### config.mk
export PLATFORM = sky130hd
export DESIGN_NAME = kgst_ram
export DESIGN_NICKNAME = d
export VERILOG_FILES = /design/src/rtl/keyed_group_sum_table_assert.svh /design/src/rtl/kgst_ram.sv
export SDC_FILE = /design/constraint.sdc
export NUM_CORES = 1
export LEC_CHECK = 0
export BUFFER_PORTS_ARGS = -buffer_cell sky130_fd_sc_hd__buf_2
export CAP_MARGIN = 20
export CORE_MARGIN = 2
export CORE_UTILIZATION = 53
export CTS_CLUSTER_DIAMETER = 200
export CTS_CLUSTER_SIZE = 12
export DETAILED_ROUTE_END_ITERATION = 10
export GPL_TIMING_DRIVEN = 0
export PLACE_DENSITY = 0.85
export SYNTH_ARGS = -nofsm -noshare
export SYNTH_HDL_FRONTEND = slang
export SYNTH_SLANG_ARGS = --single-unit
export TNS_END_PERCENT = 10
### constraint.sdc
create_clock -name clk -period 1.49 [get_ports clk]
set_input_delay 0.149 -clock clk [delete_from_list [all_inputs] [get_ports clk]]
set_output_delay 0.149 -clock clk [all_outputs]
set_load 0.05 [all_outputs]
### src/rtl/keyed_group_sum_table_assert.svh
// ----------------------------------------------------------------------------
// keyed_group_sum_table_assert.svh
// Assertion macros for the group-by sum table, clocked on clk, held off in rst.
// ----------------------------------------------------------------------------
`ifndef KEYED_GROUP_SUM_TABLE_ASSERT_SVH
`define KEYED_GROUP_SUM_TABLE_ASSERT_SVH

// Check that the consequent holds in the same cycle as the antecedent
`define KGST_ASSERT_SAME(lbl, ante, cons, msg) \
  lbl: assert property (@(posedge clk) disable iff (rst) (ante) |-> (cons)) \
    else $error(msg);

// Check that the consequent holds in the cycle after the antecedent
`define KGST_ASSERT_NEXT(lbl, ante, cons, msg) \
  lbl: assert property (@(posedge clk) disable iff (rst) (ante) |=> (cons)) \
    else $error(msg);

`endif

### src/rtl/kgst_ram.sv
// ----------------------------------------------------------------------------
// kgst_ram
// Generic single-write, single-read RAM with registered, enabled read data.
// ----------------------------------------------------------------------------
module kgst_ram #(
  parameter int WIDTH = 8,
  parameter int DEPTH = 2
) (
  input  logic                     clk,
  input  logic                     we,
  input  logic [$clog2(DEPTH)-1:0] waddr,
  input  logic [WIDTH-1:0]         wdata,
  input  logic                     re,
  input  logic [$clog2(DEPTH)-1:0] raddr,
  output logic [WIDTH-1:0]         rdata
);

  logic [WIDTH-1:0] mem [DEPTH];

  // Write port
  always_ff @(posedge clk) begin
    if (we) begin
      mem[waddr] <= wdata;
    end
  end

  // Read port: hold the last word while re is low
  always_ff @(posedge clk) begin
    if (re) begin
      rdata <= mem[raddr];
    end
  end

endmodule

---- After elaboration in Yosys (flattened, before gate mapping) ----
Memory sizes are Yosys's and may differ from the RTL's. A register that Yosys moved wholly into a read port is not among the register bits.
Index checks and enable logic that the tools add are counted.
cells by class
  add/sub/neg operators ................... 0
  multipliers ............................. 0
  divide/modulo/power cells ............... 0
  order comparisons ....................... 0
  equality and inequality tests ........... 0
  shifts and indexed selects .............. 0
  multiplexer cells ....................... 2
  bitwise operators ....................... 0
  reductions and logical operators ........ 0
operators by type and width
  cell    number
  $mux 1  2
storage, ports and cells
  flip-flop bits (word level) ............. 0
  bits in latches ......................... 0
  bits in writable memories ............... 16
  memory bits (read-only) ................. 0
  input port bits ......................... 13
  output and inout bits ................... 8
  logic and storage cells ................. 3
  memories kept ........................... 1
memories
  name  depth  bits a word  read ports  clocked after Yosys merged registers in  wr ports  RTL line        text
  mem   2      8            1           1                                        1         kgst_ram.sv:18  logic [WIDTH-1:0] mem [DEPTH];

---- Logic depth before layout (Yosys ltp) ----
  depth after elaboration ................. 2
  mapped depth ............................ 2
  gate-level depth less buffers ........... 1

---- Worst setup path before layout ----
No wires, ideal clock.
  path kind ............................... input to register
  start point ............................. input port we
  end point ............................... memory mem[0][0] (enable)
  setup time .............................. 0.373 ns
  arrival time ............................ 0.569 ns
  required time ........................... 1.117 ns
  path slack .............................. 0.548 ns
  stages on the path ...................... 1
  buffers on the path ..................... 0
  cell sequence ........................... nor2b_1
on the way
  longest elaborated chain between the ends .. 2
RTL lines
  what                          RTL line        text
  start, declared               kgst_ram.sv:10  input logic we,
  $mux 1                        kgst_ram.sv:22  if (we) begin
  $mux 1 (implied by the code)  kgst_ram.sv:23  mem[waddr] <= wdata;
  end, declared                 kgst_ram.sv:18
No other way between the ends.

---- Worst setup path in the final report ----
  start point ............................. register rdata[3], read port of mem
  end point ............................... output port rdata[3]
RTL lines
  what             RTL line        text
  start, declared  kgst_ram.sv:15  output logic [WIDTH-1:0] rdata
No word-level cell between the ends.

==> results.md <==
- Number of synthesized flops with an enable pin: 24
- CP max FO: 1
- Layout cell share with drive strength beyond 1: 54.4%
- Vias/cell: 4.89
- Die ar.: slightly below 2000 sq um
- Count leader, synth: edfxtp_1
- Avg Inst Size Synth: 24.7 sq um
- Max VDD drop: 0.704 mV
- Critical path launch point type: flop
- Non-filler cells, final: 73
- Netlist cell types: 5
- Die Span Y: around 44 microns
- Slew margin rel.: 54.2%
- CP delay by family, top: flip-flops
- Resized Gates After CTS: 0
- Final Net Count: 72
- Initial antenna violation count: 0
- CP endpoint kind: primary output
- Share of the synthesized area in the top cell type: 83.4%
- Vias in the first global route: between 300 and 400
- Clock Pin Slew Worst Setup and Hold Paths: 0.11 ns
- Setup TNS: 0 ns
- Antenna cells: 0
- Worst EP required: about 1.3 ns
- CP Depth: 1
- Slowest cell on the critical path: edfxtp_1
- Synth-to-layout area growth: 15.9%
- FP Rows: 14
- Yosys reg bits: 24
- Crit share post-route: 69.2%
- Seq/Total Area, Yosys: a little over four fifths
- Pre-antenna DRT Iters: 2
- Area leader, netlist: edfxtp_1
- CP Cell Sequence: buf_2
- Worst Hold Slack: about 0.036 ns
- Routability cong.: 0.573
- Ports: 21
- Placed cells: 70
- GRT Total Usage: between 10% and 20%
- Tightest Pin Transition: between 0.6 and 0.7 ns
- CTS root buf: clkbuf_4
- Largest net degree at the start of global routing: 13
- RSZ-0062 raised after global routing: no
- Total CTS buffers: 3
- Initial core utilization: 56.7%
- Min Tclk post-route: between 1 and 1.5 ns
- WL final: ~900 microns
- Prevailing post-synth register cell: edfxtp_1
- Worst hold stages: 1
- WP buf/inv: 1
- Final hold viol count: 0
- DR vias: between 300 and 400
- Routed WL per cell: between 10 and 15 microns
- CTS sink count: 24
- Total global routing overflow: 0
- Hold_buf cts: 0
- Fill count: 103
- Cell Pwr Density: 1200 nW/um^2
- Final Max Tran Viols: 0
- Global-route wire length before repair: roughly 1400 microns
- Worst hold path type: in2reg
- Crit path DAT: 0.88 ns
- Leak: approximately 0.39 nW
- Gate Count Post-Synth: 35
- Pre-CTS WS: between 0.3 and 0.4 ns
- Core area: approximately 1500 sq um
- Mapped cell area: slightly below 900 sq um
- Final WS setup: around 0.46 ns
- Antenna Nets Post-Route: 0
- Ys async rst share: 0%
- Clock Path Buffers: 2
- Fmax: slightly below 1000 MHz
- Synth cell count leaders: edfxtp_1 (24), mux2_4 (8), and2_1 (1), buf_6 (1), nor2b_1 (1)
- Synth area leaders: edfxtp_1 (83%), mux2_4 (14%), buf_6 (1.3%)
- R2R depth: 1
- H-tree levels: 1
- DR DRC count: 0
- Iter 0 DRT Violations: 5
- Final Setup Violations: 0
- Final setup skew: 0.00424 ns
- Crit-path max cell delay: approximately 0.34 ns
- # Post-CTS Setup Buffers: 0
- Outcome: completed
- Max cap viols: 0
- Later-pin clock latency in the skew report: just under 0.3 ns
- CTS tree: yes
- # port buffers: 19
- Die X-Extent: approximately 44 microns
- Post-synth net total: between 40 and 50
- YS warnings: 0
- CP Class: reg2out
==> worst paths after layout <==
kind              from   endpoint  slack (ns)
min           wdata[7]  mem[0][7]        0.04
min reg2reg  mem[1][4]   rdata[4]        0.56
max           rdata[3]   rdata[3]        0.46
max reg2reg  mem[0][1]   rdata[1]        0.59
==> flip-flops by register name, indices dropped and copies added (netlist names) <==
signal and count:
mem 16, rdata 8
==> cells by family (layout without fill, tap and decap cells) <==
family	after synthesis	count (layout)	synth area share [%]
DFF	24	24	83.4
muxes	8	8	13.9
buffers and inverters	1	23	1.30
and+or+nand+nor	2	2	1.45
==> cell usage in the layout (no fill, tap or decap) <==
cell      count
buf_2        19
mux2_4        8
edfxtp_1     24
nor2b_1       1
buf_6         1
clkbuf_4      3
and2_1        1
==> report_power, final <==
part	switching, mW	internal, mW	leakage, nW	total [mW]
clock network	0.160	0.0940	0.0138	0.254
registers	0.0109	0.797	0.228	0.807
logic	0.0886	0.0532	0.151	0.142
==> cell type report <==
cell class | count | area [sq um] | share of cell area, %
clock buffers | 3 | 22.5 | 2.25
plain buffers | 1 | 11.3 | 1.12
multi-input cells | 10 | 133 | 13.2
flip-flops and latches | 24 | 721 | 71.9
well taps | 16 | 20.0 | 2.00
repair buffers | 19 | 95.1 | 9.49
==> metal layers <==
layer	up-vias	global-route usage [%]	part of all wire [%]
li1	182	-	-
met1	155	11.9	39
met2	20	18.2	51
met3	0	2.86	9.5
met4	0	9.09	0
met5	-	0	0
==> per-stage QoR <==
step           power [mW]  utilization [%]  area (sq um)
6_report             1.20             65.8          1000
5_1_grt              1.27             65.8          1000
4_1_cts              1.22             65.8          1000
3_5_place_dp        0.968             64.3           980
3_3_place_gp        0.961             64.3           980
2_1_floorplan       0.925                -           865
(Power assumes the default switching activity.)
