`src/rtl/keyed_group_sum_table_assert.svh`:
```
// ----------------------------------------------------------------------------
// keyed_group_sum_table_assert.svh
// Assertion macros for the group-by sum table, clocked on clk, held off in rst.
// ----------------------------------------------------------------------------
`ifndef KEYED_GROUP_SUM_TABLE_ASSERT_SVH
`define KEYED_GROUP_SUM_TABLE_ASSERT_SVH

// Check that the consequent holds in the same cycle as the antecedent
`define KGST_ASSERT_SAME(lbl, ante, cons, msg) \
  lbl: assert property (@(posedge clk) disable iff (rst) (ante) |-> (cons)) \
    else $error(msg);

// Check that the consequent holds in the cycle after the antecedent
`define KGST_ASSERT_NEXT(lbl, ante, cons, msg) \
  lbl: assert property (@(posedge clk) disable iff (rst) (ante) |=> (cons)) \
    else $error(msg);

`endif

```
`src/rtl/kgst_pkg.sv`:
```
// ----------------------------------------------------------------------------
// kgst_pkg
// Shared types, sizes, codes and the name clean-up function of the sum table.
// ----------------------------------------------------------------------------
package kgst_pkg;

  // Table geometry
  localparam int ENTRIES  = 256;
  localparam int IDX_W    = $clog2(ENTRIES);
  localparam int CNT_W    = $clog2(ENTRIES + 1);
  localparam int IN_IDX_W = 8;
  localparam int CMP_W    = (CNT_W > IN_IDX_W) ? CNT_W : IN_IDX_W;

  // Field widths
  localparam int SLOT_W  = 8;
  localparam int USED_W  = 9;
  localparam int PAGE_W  = 17;
  localparam int COUNT_W = 31;
  localparam int THR_W   = 23;

  localparam logic [PAGE_W-1:0]  PAGE_DEFAULT = 17'd4096;
  localparam logic [COUNT_W-1:0] COUNT_MAX    = '1;

  typedef enum logic [1:0] {
    MODE_ADD   = 2'd0,
    MODE_READ  = 2'd1,
    MODE_CLEAR = 2'd2,
    MODE_NONE  = 2'd3
  } mode_t;

  typedef enum logic [2:0] {
    ST_ADD_OLD   = 3'd0,
    ST_ADD_NEW   = 3'd1,
    ST_FULL      = 3'd2,
    ST_EMPTY     = 3'd3,
    ST_READ_OK   = 3'd4,
    ST_BAD_INDEX = 3'd5,
    ST_CLEARED   = 3'd6
  } status_t;

  typedef enum logic [1:0] {
    S_IDLE,
    S_SCAN,
    S_ADD,
    S_READ
  } state_t;

  // One table entry as held in memory
  typedef struct packed {
    logic [63:0]        key_low;
    logic [55:0]        key_high;
    logic [63:0]        rss;
    logic [63:0]        user;
    logic [63:0]        system;
    logic [COUNT_W-1:0] process;
    logic [COUNT_W-1:0] thread;
  } entry_t;

  // Zero every name byte after the first zero byte; returns {high, low}
  function automatic logic [119:0] canon_name(input logic [63:0] lo,
                                              input logic [55:0] hi);
    logic [119:0] n;
    logic         ended;
    n     = {hi, lo};
    ended = 1'b0;
    for (int b = 0; b < 15; b++) begin
      if (ended) begin
        n[b*8 +: 8] = 8'h00;
      end else if (n[b*8 +: 8] == 8'h00) begin
        ended = 1'b1;
      end
    end
    return n;
  endfunction

endpackage

```
`src/rtl/kgst_acc.sv`:
```
// ----------------------------------------------------------------------------
// kgst_acc
// Sample holder and accumulate unit: resident bytes product, 64-bit wrapping
// sums and saturating counts applied to one entry.
// ----------------------------------------------------------------------------
module kgst_acc (
  input  logic                          clk,
  input  logic                          load,
  input  logic [31:0]                   rss_pages,
  input  logic [kgst_pkg::PAGE_W-1:0]   page_bytes,
  input  logic [63:0]                   user_ticks,
  input  logic [63:0]                   system_ticks,
  input  logic [kgst_pkg::THR_W-1:0]    thread_count,
  input  kgst_pkg::entry_t              base,
  output kgst_pkg::entry_t              upd
);
  import kgst_pkg::*;

  logic [31:0]            res_q;
  logic [PAGE_W-1:0]      ps_q;
  logic [63:0]            user_q;
  logic [63:0]            sys_q;
  logic [THR_W-1:0]       thr_q;
  logic [31+PAGE_W:0]     prod;
  logic [COUNT_W:0]       thr_sum;

  // Hold the sample of the accepted word
  always_ff @(posedge clk) begin
    if (load) begin
      res_q  <= rss_pages;
      ps_q   <= page_bytes;
      user_q <= user_ticks;
      sys_q  <= system_ticks;
      thr_q  <= thread_count;
    end
  end

  // Register the resident bytes product
  always_ff @(posedge clk) begin
    prod <= res_q * ps_q;
  end

  // Apply the sample to the entry
  always_comb begin
    thr_sum      = {1'b0, base.thread} + (COUNT_W+1)'(thr_q);
    upd          = base;
    upd.rss      = base.rss + 64'(prod);
    upd.user     = base.user + user_q;
    upd.system   = base.system + sys_q;
    upd.process  = (base.process == COUNT_MAX) ? COUNT_MAX : base.process + 1'b1;
    upd.thread   = thr_sum[COUNT_W] ? COUNT_MAX : thr_sum[COUNT_W-1:0];
  end

endmodule

```
`config.mk`:
```
export PLATFORM = sky130hd
export DESIGN_NAME = kgst_acc
export DESIGN_NICKNAME = d
export VERILOG_FILES = /design/src/rtl/keyed_group_sum_table_assert.svh /design/src/rtl/kgst_pkg.sv /design/src/rtl/kgst_acc.sv
export SDC_FILE = /design/constraint.sdc
export NUM_CORES = 2
export LEC_CHECK = 0
export BUFFER_PORTS_ARGS = -buffer_cell sky130_fd_sc_hd__buf_2
export CAP_MARGIN = 20
export CORE_AREA = 2 2 374 376
export DETAILED_ROUTE_END_ITERATION = 6
export DIE_AREA = 0 0 376 378
export GPL_TIMING_DRIVEN = 0
export SYNTH_ARGS = -nofsm -noshare
export SYNTH_HDL_FRONTEND = slang
export SYNTH_SLANG_ARGS = --single-unit
```
`constraint.sdc`:
```
create_clock -name clk -period 8.4 [get_ports clk]
set_input_delay 1.68 -clock clk [delete_from_list [all_inputs] [get_ports clk]]
set_output_delay 1.68 -clock clk [all_outputs]
set_load 0.02 [all_outputs]
```
Yosys cells after proc, flatten, opt, wreduce, memory -nomap -nowiden --
Cells that the tools add are included.
Word-level totals: register bits after elaboration 249, input port bits 576, logic and storage cells 15
Cells by class: $add $sub $neg 5, $mul 1, equality and inequality tests 1, multiplexer cells 2
Operators with widths (count):
- 64-bit adder | 2
- 64-bit by 49-bit adder with 64-bit output | 1
- 31-bit two-way mux | 2
- 32-bit by 17-bit multiplier with 49-bit output | 1
- 31-bit by 23-bit adder with 32-bit output | 1
- 31-bit by 1-bit adder with 31-bit output, second input constant | 1
- 31-bit equality test, second input constant | 1

Logic depth before layout (Yosys ltp) --
depth after elaboration 2, mapped depth 24

Worst setup path after synthesis --
OpenSTA, ideal clock, no wires.
path type input port to output port, from input base[62] (netlist name), to output upd[100] (netlist name), arrival 4.820 ns, data required time 6.720 ns, path slack 1.900 ns, cell stages on the path 12, buffers on the path 0, path through ha_1 > inv_1 > fa_1 > nand2b_1 > a21oi_1 > o21ai_1 > a2111oi_2 > nor2_1 > o21ba_2 > o21ai_0 > nor4_1 > a2111oi_0
RTL lines:
- from (decl) | RTL line kgst_acc.sv:14 | input kgst_pkg::entry_t base,
- to (decl) | RTL line kgst_acc.sv:15 | output kgst_pkg::entry_t upd

Final worst setup path --
from register ps_q[8], to register prod[39]
Between the ends: cells in the longest elaborated chain, start to end 1
Ends and longest elaborated chain:
- from (decl) | RTL line kgst_acc.sv:20 | logic [PAGE_W-1:0] ps_q;
- from (signal assigned) | RTL line kgst_acc.sv:31 | ps_q <= page_bytes;
- 32-bit by 17-bit multiplier with 49-bit output | RTL line kgst_acc.sv:40 | prod <= res_q * ps_q;
- to (signal assigned) | RTL line kgst_acc.sv:40
- to (decl) | RTL line kgst_acc.sv:24 | logic [31+PAGE_W:0] prod;
No other way between the ends. A chain may end at the register's enable or synchronous reset.

==> impl_results.rst <==
.. list-table::
   :header-rows: 1

   * - Metric
     - Value
   * - Clock latency on the worst-skew pair
     - 0.64 ns
   * - Global-route wire length before repair
     - 275 mm
   * - Synth area leader
     - fa_1
   * - Maximum clock frequency
     - 122 MHz
   * - H-tree depth
     - 2
   * - Number of max-slew violations in the final report
     - 0
   * - Placement Rows
     - 137
   * - Accumulated negative setup slack
     - 0 ns
   * - Pwr dens
     - 572 nW/um^2
   * - Setup Crit Path Kind
     - reg -> reg
   * - Die area
     - 142000 sq um
   * - Total routing resource utilization after global routing
     - 27.8%
   * - Initial antenna violation count
     - 118
   * - Flip-flop and latch count after synthesis
     - 249
   * - Final clock period utilization by the worst path
     - 97.3%
   * - Post-detail-place hpwl
     - 176 mm
   * - CTS tree
     - yes
   * - Vias per std cell
     - 5.15
   * - Proportion of layout cells with a drive suffix above 1
     - 20.6%
   * - Clock Skew
     - 0.0265 ns
   * - Sequential share of the synthesized area
     - 18.5%
   * - Syn nets
     - 5639
   * - Kind of path behind the tightest hold check
     - reg -> reg
   * - Die X
     - 376 microns
   * - Worst setup EP type
     - register
   * - Final critical delay including setup and external delays
     - 8.18 ns
   * - Max-Slew Margin vs Limit
     - 24.1%
   * - Die height
     - 378 microns
   * - Number of max-cap violations
     - 0
   * - Cell area after synthesis
     - 37700 sq um
   * - Area delta synth->final
     - 20.8%
   * - Total number of clock tree sinks
     - 249
   * - Yosys synthesis warning count
     - 0
   * - Worst voltage drop across the vdd grid
     - 1.32 mV
   * - Final setup fails
     - 0
   * - Number of primary I/O pins
     - 950
   * - Area of the placeable core
     - 139000 sq um
   * - Drt total wl
     - 203 mm
   * - Number of buffers inserted during clock tree synthesis
     - 38
   * - Distinct cell type count of the synthesized netlist
     - 90
   * - Number of enable-type register cells in the synthesized netlist
     - 200
   * - Most instantiated flip-flop cell in the synthesis netlist
     - edfxtp_1
   * - Run status
     - finished, final reports clean
   * - Post-synthesis cell count
     - 4288
   * - Quantity of gates resized following cts
     - 0
   * - Post-route ant nets
     - 0
   * - Detailed-router iteration count before antenna repair
     - 6
   * - Final weighted congestion in routability-driven placement
     - 1.04
   * - Share of the synthesized area in the top cell type
     - 24.0%
   * - Data arrival time of the worst path
     - 8.71 ns
   * - Unrepaired setup endpoints after global routing
     - no
   * - Maximum fanout along the worst path
     - 10
   * - Vias in the first global route
     - 35300
   * - Initial core utilization
     - 27.2%
   * - Buffer type at the clock tree root
     - clkbuf_16
   * - Maximum root-to-sink buffer count
     - 3
   * - Maximum number of pins on one net before global-route repair
     - 104
   * - Mean area per synthesized cell
     - 8.80 sq um
   * - Post-synth ARST share
     - 0%
   * - Cell types with the largest area share after synthesis
     - fa_1 24%, edfxtp_1 16%, ha_1 11%
   * - Slew @ Worst Pin
     - 1.14 ns
   * - Clock slew at reported path FFs
     - 0.06 ns
   * - Number of vias after detailed routing
     - 36200
   * - Hold buffer count at CTS
     - 0
   * - Required time of the worst setup path
     - 8.93 ns
   * - Buffers inserted during post-CTS setup optimization
     - 0
   * - Number of endpoints with negative hold slack in the final report
     - 0
   * - Launching element type of the critical path
     - register
   * - Count of unresolved DRC violations after routing
     - 0
   * - # nets final
     - 6510
   * - IO buf count
     - 829
   * - Leakage power of the design
     - 0.0220 uW
   * - Routed WL per cell
     - 28.9 microns
   * - DRT iter0 DRCs
     - 3225
   * - Smallest hold slack
     - 0.631 ns
   * - Overflow after GRT
     - 0
==> cell usage after synthesis, types with 7 or more instances <==
cell type  number
a211oi_1       32
a21boi_0        9
a21o_1        125
a21oi_1       274
a31oi_1        24
and2_1        240
and3_1         45
buf_2          11
buf_4         120
clkbuf_1      148
dfxtp_1        49
edfxtp_1      200
fa_1          453
ha_1          322
inv_1         611
mux2_2          7
nand2_1       584
nand2b_1       28
nand3_1        61
nand4_1        62
nor2_1        153
nor2b_1        20
nor3_1         36
o211ai_1       20
o21a_1         32
o21ai_0       147
o21ai_1         7
o21bai_1       44
o31ai_1        11
or3_1           9
xnor2_1       148
xor2_1        112
==> final cells by class <==
class	count	area (sq um)
diodes	45	113
repair buffers	831	4210
clock inverters	24	299
inverters	611	2290
well taps	1807	2260
fillers	14800	92900
clock buffers	43	970
multi-input cells	3149	26900
flip-flops and latches	249	6990
plain buffers	279	1510
==> cell families after synthesis <==
family                   share of synthesized area [%]
AND/OR/NAND/NOR                                   16.1
buffers and inverters                             10.1
AO/OA/AOI/OAI                                     14.4
adder cells (fa/ha/maj)                           34.7
XOR/XNOR                                          6.04
flip-flops                                        18.5
multiplexers                                     0.209
==> sequential cells by signal, summed over array words and instances, names as in the netlist <==
signal	cells
prod	49
ps_q	17
res_q	32
sys_q	64
thr_q	23
user_q	64
==> cell usage in the layout (no fill, tap or decap), drive strengths merged, types with 49 or more instances in the layout <==
master	count
buf	962
inv	613
nand2	584
fa	453
ha	322
a21oi	275
and2	240
edfxtp	200
clkbuf	191
o21ai	154
nor2	153
xnor2	148
a21o	125
xor2	112
nand4	62
nand3	61
dfxtp	49
==> critical path, cell delays in order, from the launching register on <==
cell	delay, ns
edfxtp_1	0.74
clkbuf_1	0.76
nand2_1	0.18
fa_1	0.58
inv_1	0.05
fa_1	0.48
fa_1	0.58
fa_1	0.45
fa_1	0.50
inv_1	0.06
fa_1	0.54
inv_1	0.06
ha_1	0.36
a21o_1	0.20
a21oi_1	0.52
o211ai_1	0.18
a211o_1	0.34
a21oi_1	0.42
nand2_1	0.32
a311o_1	0.38
a21oi_1	0.18
xnor2_1	0.16
==> metrics by stage <==
step | power (uW) | cell area [sq um] | cells | setup slack, ns | utilization (%)
floorplan | 17400 | 37700 | 4288 | 1.90 | -
global placement | 23900 | 44100 | 6924 | 0.378 | 31.9
detailed placement | 24000 | 44200 | 6926 | 0.484 | 31.9
CTS | 25900 | 45500 | 6993 | 0.438 | 32.8
global route | 28700 | 45500 | 7016 | 0.0554 | 32.9
finish | 26100 | 45600 | 7038 | 0.225 | 32.9
==> report_power, final <==
group | leakage (uW) | internal [uW] | total (uW) | switching [uW]
sequential | 0.00237 | 1840 | 2000 | 153
combinational | 0.0191 | 8510 | 22400 | 13800
clock | 0.000620 | 993 | 1730 | 734
total | 0.0220 | 11400 | 26100 | 14700
==> path summary, 6_finish.rpt <==
| path | startpoint | endpoint | slack (ns) | cells past startpoint |
|---|---|---|---|---|
| max | ps_q[8] | prod[39] | 0.22 | 21 |
| min | ps_q[0] | prod[0] | 0.63 | 1 |
| max reg2reg | ps_q[8] | prod[39] | 0.22 | 21 |
| min reg2reg | ps_q[0] | prod[0] | 0.63 | 1 |
==> per-layer routing <==
metal  up-vias  wire [microns]  track usage (%)
met2      1910           86500             42.1
met1     17900           77100             33.5
met5         -             611                0
met4        92           13200             15.0
met3       448           26000             11.6
li1      15900               -                -
(Power assumes the default switching activity.)
