`src/rtl/keyed_group_sum_table_assert.svh`:
```
// ----------------------------------------------------------------------------
// keyed_group_sum_table_assert.svh
// Assertion macros for the group-by sum table, clocked on clk, held off in rst.
// ----------------------------------------------------------------------------
`ifndef KEYED_GROUP_SUM_TABLE_ASSERT_SVH
`define KEYED_GROUP_SUM_TABLE_ASSERT_SVH

// Check that the consequent holds in the same cycle as the antecedent
`define KGST_ASSERT_SAME(lbl, ante, cons, msg) \
  lbl: assert property (@(posedge clk) disable iff (rst) (ante) |-> (cons)) \
    else $error(msg);

// Check that the consequent holds in the cycle after the antecedent
`define KGST_ASSERT_NEXT(lbl, ante, cons, msg) \
  lbl: assert property (@(posedge clk) disable iff (rst) (ante) |=> (cons)) \
    else $error(msg);

`endif

```
`src/rtl/kgst_pkg.sv`:
```
// ----------------------------------------------------------------------------
// kgst_pkg
// Shared types, sizes, codes and the name clean-up function of the sum table.
// ----------------------------------------------------------------------------
package kgst_pkg;

  // Table geometry
  localparam int ENTRIES  = 256;
  localparam int IDX_W    = $clog2(ENTRIES);
  localparam int CNT_W    = $clog2(ENTRIES + 1);
  localparam int IN_IDX_W = 8;
  localparam int CMP_W    = (CNT_W > IN_IDX_W) ? CNT_W : IN_IDX_W;

  // Field widths
  localparam int SLOT_W  = 8;
  localparam int USED_W  = 9;
  localparam int PAGE_W  = 17;
  localparam int COUNT_W = 31;
  localparam int THR_W   = 23;

  localparam logic [PAGE_W-1:0]  PAGE_DEFAULT = 17'd4096;
  localparam logic [COUNT_W-1:0] COUNT_MAX    = '1;

  typedef enum logic [1:0] {
    MODE_ADD   = 2'd0,
    MODE_READ  = 2'd1,
    MODE_CLEAR = 2'd2,
    MODE_NONE  = 2'd3
  } mode_t;

  typedef enum logic [2:0] {
    ST_ADD_OLD   = 3'd0,
    ST_ADD_NEW   = 3'd1,
    ST_FULL      = 3'd2,
    ST_EMPTY     = 3'd3,
    ST_READ_OK   = 3'd4,
    ST_BAD_INDEX = 3'd5,
    ST_CLEARED   = 3'd6
  } status_t;

  typedef enum logic [1:0] {
    S_IDLE,
    S_SCAN,
    S_ADD,
    S_READ
  } state_t;

  // One table entry as held in memory
  typedef struct packed {
    logic [63:0]        key_low;
    logic [55:0]        key_high;
    logic [63:0]        rss;
    logic [63:0]        user;
    logic [63:0]        system;
    logic [COUNT_W-1:0] process;
    logic [COUNT_W-1:0] thread;
  } entry_t;

  // Zero every name byte after the first zero byte; returns {high, low}
  function automatic logic [119:0] canon_name(input logic [63:0] lo,
                                              input logic [55:0] hi);
    logic [119:0] n;
    logic         ended;
    n     = {hi, lo};
    ended = 1'b0;
    for (int b = 0; b < 15; b++) begin
      if (ended) begin
        n[b*8 +: 8] = 8'h00;
      end else if (n[b*8 +: 8] == 8'h00) begin
        ended = 1'b1;
      end
    end
    return n;
  endfunction

endpackage

```
`src/rtl/kgst_seq.sv`:
```
// ----------------------------------------------------------------------------
// kgst_seq
// Sequencer: accepts a word, scans the table one entry a cycle through the
// shared key comparator, drives the memory and registers the result word.
// ----------------------------------------------------------------------------
module kgst_seq (
  input  logic                          clk,
  input  logic                          rst,
  input  logic                          start,
  output logic                          busy,
  input  logic [1:0]                    mode,
  input  logic [63:0]                   name_low,
  input  logic [55:0]                   name_high,
  input  logic [kgst_pkg::IN_IDX_W-1:0] entry_index,
  // memory side
  output logic                          ram_re,
  output logic [kgst_pkg::IDX_W-1:0]    ram_raddr,
  input  kgst_pkg::entry_t              ram_rdata,
  output logic                          ram_we,
  output logic [kgst_pkg::IDX_W-1:0]    ram_waddr,
  // accumulate unit side
  output logic                          acc_load,
  output kgst_pkg::entry_t              acc_base,
  input  kgst_pkg::entry_t              acc_upd,
  // result word
  output logic                          done,
  output kgst_pkg::status_t             res_status,
  output logic [kgst_pkg::SLOT_W-1:0]   res_slot,
  output kgst_pkg::entry_t              res_entry,
  output logic [kgst_pkg::USED_W-1:0]   res_used
);
  import kgst_pkg::*;

  state_t             state, state_next;
  logic [CNT_W-1:0]   occupied, occupied_next;
  logic [CNT_W-1:0]   scan_idx, scan_idx_next;
  logic               cmp_vld, cmp_vld_next;
  logic [IDX_W-1:0]   cmp_idx, cmp_idx_next;
  logic [IDX_W-1:0]   slot_q, slot_next;
  logic               is_new, is_new_next;
  logic [63:0]        key_lo, key_lo_next;
  logic [55:0]        key_hi, key_hi_next;
  logic [119:0]       name_c;
  logic [CMP_W-1:0]   idx_ext;
  logic [CMP_W-1:0]   occ_ext;
  logic               key_eq;
  logic               res_ld;
  status_t            status_val;
  logic [IDX_W-1:0]   slot_val;
  entry_t             entry_val;
  entry_t             fresh;

  assign name_c  = canon_name(name_low, name_high);
  assign idx_ext = CMP_W'(entry_index);
  assign occ_ext = CMP_W'(occupied);
  assign key_eq  = (ram_rdata.key_low == key_lo) && (ram_rdata.key_high == key_hi);
  assign busy    = (state != S_IDLE);

  // Zeroed totals under the held name
  always_comb begin
    fresh          = '0;
    fresh.key_low  = key_lo;
    fresh.key_high = key_hi;
  end

  assign acc_base  = is_new ? fresh : ram_rdata;
  assign ram_waddr = slot_q;

  // Next state and memory control
  always_comb begin
    state_next    = state;
    occupied_next = occupied;
    scan_idx_next = scan_idx;
    cmp_vld_next  = 1'b0;
    cmp_idx_next  = cmp_idx;
    slot_next     = slot_q;
    is_new_next   = is_new;
    key_lo_next   = key_lo;
    key_hi_next   = key_hi;
    ram_re        = 1'b0;
    ram_raddr     = IDX_W'(scan_idx);
    ram_we        = 1'b0;
    acc_load      = 1'b0;
    res_ld        = 1'b0;
    status_val    = ST_BAD_INDEX;
    slot_val      = '0;
    entry_val     = '0;
    case (state)
      S_IDLE: begin
        if (start) begin
          acc_load      = 1'b1;
          key_lo_next   = name_c[63:0];
          key_hi_next   = name_c[119:64];
          scan_idx_next = '0;
          case (mode)
            MODE_ADD: begin
              if (name_c[7:0] == 8'h00) begin
                res_ld     = 1'b1;
                status_val = ST_EMPTY;
              end else begin
                state_next = S_SCAN;
              end
            end
            MODE_READ: begin
              if (idx_ext < occ_ext) begin
                ram_re     = 1'b1;
                ram_raddr  = IDX_W'(idx_ext);
                slot_next  = IDX_W'(idx_ext);
                state_next = S_READ;
              end else begin
                res_ld     = 1'b1;
                status_val = ST_BAD_INDEX;
              end
            end
            MODE_CLEAR: begin
              occupied_next = '0;
              res_ld        = 1'b1;
              status_val    = ST_CLEARED;
            end
            default: begin
              res_ld     = 1'b1;
              status_val = ST_BAD_INDEX;
            end
          endcase
        end
      end
      S_SCAN: begin
        // Compare the entry read last cycle, issue the next read
        if (cmp_vld && key_eq) begin
          slot_next   = cmp_idx;
          is_new_next = 1'b0;
          state_next  = S_ADD;
        end else if (scan_idx < occupied) begin
          ram_re        = 1'b1;
          cmp_vld_next  = 1'b1;
          cmp_idx_next  = IDX_W'(scan_idx);
          scan_idx_next = scan_idx + 1'b1;
        end else if (occupied == CNT_W'(ENTRIES)) begin
          res_ld     = 1'b1;
          status_val = ST_FULL;
          state_next = S_IDLE;
        end else begin
          is_new_next = 1'b1;
          slot_next   = IDX_W'(occupied);
          state_next  = S_ADD;
        end
      end
      S_ADD: begin
        ram_we     = 1'b1;
        res_ld     = 1'b1;
        status_val = is_new ? ST_ADD_NEW : ST_ADD_OLD;
        slot_val   = slot_q;
        entry_val  = acc_upd;
        if (is_new) begin
          occupied_next = occupied + 1'b1;
        end
        state_next = S_IDLE;
      end
      S_READ: begin
        res_ld     = 1'b1;
        status_val = ST_READ_OK;
        slot_val   = slot_q;
        entry_val  = ram_rdata;
        state_next = S_IDLE;
      end
      default: begin
        state_next = S_IDLE;
      end
    endcase
  end

  // Control registers
  always_ff @(posedge clk) begin
    if (rst) begin
      state    <= S_IDLE;
      occupied <= '0;
      cmp_vld  <= 1'b0;
      done     <= 1'b0;
    end else begin
      state    <= state_next;
      occupied <= occupied_next;
      cmp_vld  <= cmp_vld_next;
      done     <= res_ld;
    end
  end

  // Datapath and result registers
  always_ff @(posedge clk) begin
    scan_idx <= scan_idx_next;
    cmp_idx  <= cmp_idx_next;
    slot_q   <= slot_next;
    is_new   <= is_new_next;
    key_lo   <= key_lo_next;
    key_hi   <= key_hi_next;
    if (res_ld) begin
      res_status <= status_val;
      res_slot   <= SLOT_W'(slot_val);
      res_entry  <= entry_val;
      res_used   <= USED_W'(occupied_next);
    end
  end

endmodule

```
`config.mk`:
```
export PLATFORM = sky130hd
export DESIGN_NAME = kgst_seq
export DESIGN_NICKNAME = d
export VERILOG_FILES = /design/src/rtl/keyed_group_sum_table_assert.svh /design/src/rtl/kgst_pkg.sv /design/src/rtl/kgst_seq.sv
export SDC_FILE = /design/constraint.sdc
export NUM_CORES = 1
export LEC_CHECK = 0
export BUFFER_PORTS_ARGS = -buffer_cell sky130_fd_sc_hd__buf_2
export CORE_AREA = 2 2 646 648
export CTS_CLUSTER_DIAMETER = 40
export DETAILED_ROUTE_END_ITERATION = 8
export DIE_AREA = 0 0 648 650
export PLACE_DENSITY = 0.3
export SYNTH_ARGS = -nofsm -noshare
export SYNTH_HDL_FRONTEND = slang
export SYNTH_SLANG_ARGS = --single-unit
```
`constraint.sdc`:
```
create_clock -name clk -period 118.2 [get_ports clk]
set_clock_uncertainty 0.1 [all_clocks]
set_input_delay 23.64 -clock clk [delete_from_list [all_inputs] [get_ports clk]]
set_output_delay 23.64 -clock clk [all_outputs]
set_load 0.01 [all_outputs]
```
== Yosys cells after proc, flatten, opt, wreduce, memory -nomap -nowiden ==
Index checks and enable logic that the tools add are counted.

* Bits in registers: 553
* Input bits: 881
* Output and inout bits: 789
* Word-level logic and storage cells: 169

* Add/subtract/negate cells: 2
* Magnitude comparators: 2
* Eq/ne operators: 20
* Muxes and demuxes: 82
* Bitwise operators: 2
* Reduce and logical (&&, ||, !) cells: 28

{| class="wikitable"
|+ Operators with widths
! operator !! number
|-
| one-hot mux 374 bit (2 select lines) || 1
|-
| two-way mux 374 bit || 1
|-
| zero test 8 bit || 14
|-
| two-way mux 8 bit || 10
|-
| == test 64 bit || 1
|-
| == test 56 bit || 1
|-
| two-way mux 9 bit || 6
|-
| two-way mux 1 bit || 43
|-
| one-hot mux 9 bit (2 select lines) || 2
|-
| adder 9 x 1 -> 9 bit (second input constant) || 2
|-
| one-hot mux 8 bit (2 select lines) || 1
|-
| two-way mux 3 bit || 5
|-
| two-way mux 2 bit || 6
|-
| != test 2 bit (second input constant) || 6
|-
| != test 3 bit (second input constant) || 4
|-
| one-hot mux 3 bit (4 select lines) || 1
|-
| == test 9 bit (second input constant) || 1
|-
| < comparator 8 x 9 -> 1 bit || 1
|-
| < comparator 9 bit || 1
|-
| == test 2 bit (second input constant) || 3
|-
| one-hot mux 2 bit (3 select lines) || 1
|-
| one-hot mux 3 bit (2 select lines) || 1
|-
| AND reduction 3 bit || 2
|-
| AND reduction 6 bit || 1
|-
| other kinds (14) || 21
|}

== Depth between registers and ports, before layout ==
* Depth after elaboration: 15
* Mapped depth: 9

== Worst setup path after synthesis ==
No wires, ideal clock.

* Kind: input to register
* Start point: in ram_rdata[269] (netlist bit)
* End point: reg res_entry[0] (netlist bit), enable pin
* Arrival: 51942 ps
* Required time: 116402 ps
* Path slack: 64461 ps
* Stages on the path: 7
* Buffers on the path: 0
* Cell sequence: or2b_1 -> o2111ai_1 -> or4_1 -> or3_4 -> nor4_4 -> or2_2 -> o21ai_0

* Cells in the longest elaborated chain, start to end: 5

{| class="wikitable"
|+ Ends and longest elaborated chain
! item !! line !! RTL
|-
| from (decl) || kgst_seq.sv:18 || <nowiki>input kgst_pkg::entry_t ram_rdata,</nowiki>
|-
| == test 56 bit || kgst_seq.sv:56 || <nowiki>assign key_eq = (ram_rdata.key_low == key_lo) && (ram_rdata.key_high == key_hi);</nowiki>
|-
| logical AND 1 bit || kgst_seq.sv:56 ||
|-
| logical AND 1 bit || kgst_seq.sv:129 || <nowiki>if (cmp_vld && key_eq) begin</nowiki>
|-
| two-way mux 1 bit || kgst_seq.sv:129 ||
|-
| one-hot mux 1 bit (3 select lines) || kgst_seq.sv:88 || <nowiki>case (state)</nowiki>
|-
| named net res_ld || kgst_seq.sv:47 || <nowiki>logic res_ld;</nowiki>
|-
| to (signal assigned) || kgst_seq.sv:198 || <nowiki>res_entry <= entry_val;</nowiki>
|-
| to (decl) || kgst_seq.sv:29 || <nowiki>output kgst_pkg::entry_t res_entry,</nowiki>
|}

The timed path passes the listed nets, and every way through them passes these cells.
A chain may end at the register's enable or synchronous reset.

== Worst setup path in the final report ==
* Start point: in ram_rdata[254] (netlist bit)
* End point: out ram_re

* Cells in the longest elaborated chain, start to end: 5

{| class="wikitable"
|+ Ends and longest elaborated chain
! item !! line !! RTL
|-
| == test 56 bit || kgst_seq.sv:56 ||
|-
| logical AND 1 bit || kgst_seq.sv:56 ||
|-
| logical AND 1 bit || kgst_seq.sv:129 ||
|-
| two-way mux 1 bit || kgst_seq.sv:129 ||
|-
| one-hot mux 1 bit (2 select lines) || kgst_seq.sv:88 ||
|-
| to (decl) || kgst_seq.sv:16 || <nowiki>output logic ram_re,</nowiki>
|}

Every way passes these cells.

==> out/metrics.csv <==
stage,metric,value,unit
sta,Max Slew Vio Count,0,
synth,"Avg Cell Area, Syn",12.4,µm²
flow_run,max-cap viol count,0,
detailed_routing,WL met3,34.3,mm
place,Port Buffers,1669,
synth,Seq cells post-synth,553,
layout,share of layout cells above drive strength 1,50.1,%
critical_path,WP data required,94460,ps
grt,number of global-route vias before repair,30374,
synth,async set-reset flop share out of synthesis,0,%
synth,Mapped Cells,2393,
detailed_routing,routed wl met2,185,mm
sta,Fmax achieved,19.7,MHz
clock_tree,clock sinks,553,
sta,Hold Slack,462,ps
critical_path,flop-to-flop setup slack,111850,ps
critical_path,WP data arrival,27100,ps
clock_tree,cts repair resizes,0,
detailed_routing,Pre-antenna DRT Iters,5,
floorplan,die extent in x,648,µm
sta,Slew HR,22.5,%
sta,TNS Setup,0,ps
clock_tree,Max Buffers Root-to-Sink,4,
place,final HPWL from detailed placement,307,mm
power_and_ir_drop,Max VDD drop,0.0109,mV
critical_path,reg-to-reg critical path endpoint,res_entry[303],
critical_path,crit path kind,primary input to primary output,
layout,area grow syn2layout,73.5,%
clock_tree,TritonCTS buffer count,192,
grt,largest net degree at the start of global routing,113,
floorplan,FP Rows,237,
sta,RSZ-0062 raised after global routing,false,
floorplan,Top Ports,1670,
floorplan,initial cell density of the core,7.18,%
floorplan,Die Span Y,650,µm
outcome,outcome,completed,
synth,number of synthesized flops with an enable pin,540,
clock_tree,"Hold-fix buffers, CTS",0,
power_and_ir_drop,Clk pwr share,57.4,%
place,final RePlAce weighted congestion,0.881,
synth,Ys Warns,0,
power_and_ir_drop,static leakage,19.8,nW
detailed_routing,final wirelength,348,mm
critical_path,crit start category,primary input,
synth,"Seq/Total Area, Yosys",55.3,%
detailed_routing,post-DR wirelength/cell,35.2,µm
critical_path,crit path max fanout,14,
sta,post-layout min period,50840,ps
critical_path,crit path launch,ram_rdata[254],
detailed_routing,met1 wire length,117,mm
place,pre-CTS WS,66960,ps
grt,GRT Util Overall,15.9,%
detailed_routing,via count,28990,
sta,Final WS setup,67360,ps
floorplan,Die ar.,421000,µm²
min_path,class of the worst hold path,flop to flop,
power_and_ir_drop,pwr/cell area,17.6,nW/µm²
sta,count of final setup violators,0,
grt,initial antenna violation count,229,
detailed_routing,uppermost routed layer,met5,
layout,Final #Nets,5067,
power_and_ir_drop,sequential share of power,27.0,%
detailed_routing,post-route ant nets,0,
critical_path,worst reg-to-reg path cell count,13,
synth,Post-synth top flop,edfxtp_1,
synth,"Cell Area, Synth",29800,µm²
sta,Final Hold Viols,0,
synth,Unique masters post-synth,56,
layout,most frequent cells in the layout,"1,669 x buf_2, 647 x nor2b_1, 540 x edfxtp_1",
sta,Worst-Margin Slew,1130,ps
clock_tree,Clock Tree Root,clkbuf_16,
synth,Synth Net Count,3292,
detailed_routing,vias per std cell,2.94,
detailed_routing,DR DRC count,0,
power_and_ir_drop,Logic pwr share,15.6,%
power_and_ir_drop,switch share,30.7,%
grt,total gr overflow,0,
clock_tree,H-tree Lvls,4,
power_and_ir_drop,Int Power,632,µW
power_and_ir_drop,NetSw,279,µW
clock_tree,clock latency on the worst-skew pair,890,ps
floorplan,area of the core,415000,µm²
grt,first-pass GRT wire length,416,mm
clock_tree,clock-pin transition on the worst setup and hold timing paths,50,ps
layout,"commonest non-fill, non-tap cell in the layout",buf_2,
critical_path,crit path capture type,primary output,
clock_tree,CTS tree,built,
critical_path,CP endpoint,ram_re,
layout,Final Util,12.5,%
layout,FILL cells,47524,
critical_path,RR Startpoint,key_hi[30],
sta,fin crit share,43.0,%
clock_tree,Post-CTS Setup Repair Bufs,0,
detailed_routing,1st-iter DRT viols,1744,
-- Yosys cell counts, drive strengths merged (7+ instances only) --
library cell / n / share of area [%]
nor2b: 647 / 14
or3: 7 / 0.16
mux2: 118 / 4.5
clkbuf: 121 / 1.5
buf: 19 / 0.27
nand3: 17 / 0.29
nor2: 24 / 0.30
inv: 30 / 0.38
ha: 18 / 0.76
a21oi: 15 / 0.25
and3: 42 / 0.88
and2: 83 / 1.7
o21ai: 38 / 0.64
mux2i: 382 / 13
xnor2: 74 / 2.2
xor2: 33 / 0.97
nand4: 24 / 0.50
nor4: 46 / 1.0
nand2: 47 / 0.59
edfxtp: 540 / 54
dfxtp: 13 / 0.87
-- area by class of cell --
cell class / count / area, µm² / share of cell area [%]
antenna: 51 / 128 / 0.247
timing repair buffer: 1721 / 8790 / 17.0
clock buffer: 212 / 4900 / 9.48
clock inverter: 141 / 1590 / 3.07
sequential: 553 / 16500 / 31.9
inverter: 31 / 124 / 0.240
multi-input combinational: 1669 / 12800 / 24.7
tap: 5497 / 6880 / 13.3
-- state kept, by name (all words and copies together), names as in the netlist --
signal,flops
key_hi,56
occ_ext,9
is_new,1
done,1
res_used,9
ram_waddr,8
key_lo,64
res_status,3
res_entry,374
cmp_vld,1
cmp_idx,8
res_slot,8
state,2
scan_idx,9
-- metrics by stage --
step                total power [mW]  std cells  instance area, µm²
detailed placement             0.399       9471               45100
global placement               0.400       9470               45100
CTS                            0.936       9824               51600
global route                   0.948       9856               51600
floorplan                      0.308       2393               29800
finish                         0.911       9875               51700
-- logic make-up after synthesis --
logic type,after synthesis,share of synthesized area (%)
AND/OR/NAND/NOR,962,19.6
flip-flops,553,55.3
multiplexers,500,17.3
buffers and inverters,171,2.19
XOR/XNOR,107,3.15
AO/OA/AOI/OAI,82,1.68
adder cells (fa/ha/maj),18,0.756
-- routing by layer --
layer	track usage, %	up-vias
met5	0	-
met1	15.4	14429
li1	-	12259
met4	4.09	52
met2	30.3	1594
met3	6.75	656
-- power groups by stage --
stage	Clock, mW	Sequential [mW]	Combinational (mW)
after CTS	0.539	0.247	0.150
after global placement	0	0.250	0.150
final	0.523	0.246	0.142
after global routing	0.548	0.248	0.152
after floorplan	0	0.268	0.0400
after detailed placement	0	0.250	0.149
-- worst min path at each step --
stage                     slack [ps]  depth (start not counted)        from         end
after detailed placement         450                          2  occ_ext[4]  occ_ext[4]
after CTS                        460                          2  occ_ext[4]  occ_ext[4]
after floorplan                  390                          2  occ_ext[4]  occ_ext[4]
after global placement           450                          2  occ_ext[4]  occ_ext[4]
after global routing             490                          2  occ_ext[4]  occ_ext[4]
final                            460                          2  occ_ext[4]  occ_ext[4]
-- worst max-delay path, stage by stage --
cell and delay (ps):
buf_2 140, xnor2_2 530, nand4_1 330, nor4_2 740, nand4_1 320, nor4_4 550
buf_4 350, or2_2 190, o21ai_0 80, buf_2 190
Note: power is estimated with default switching activity, not from simulation.
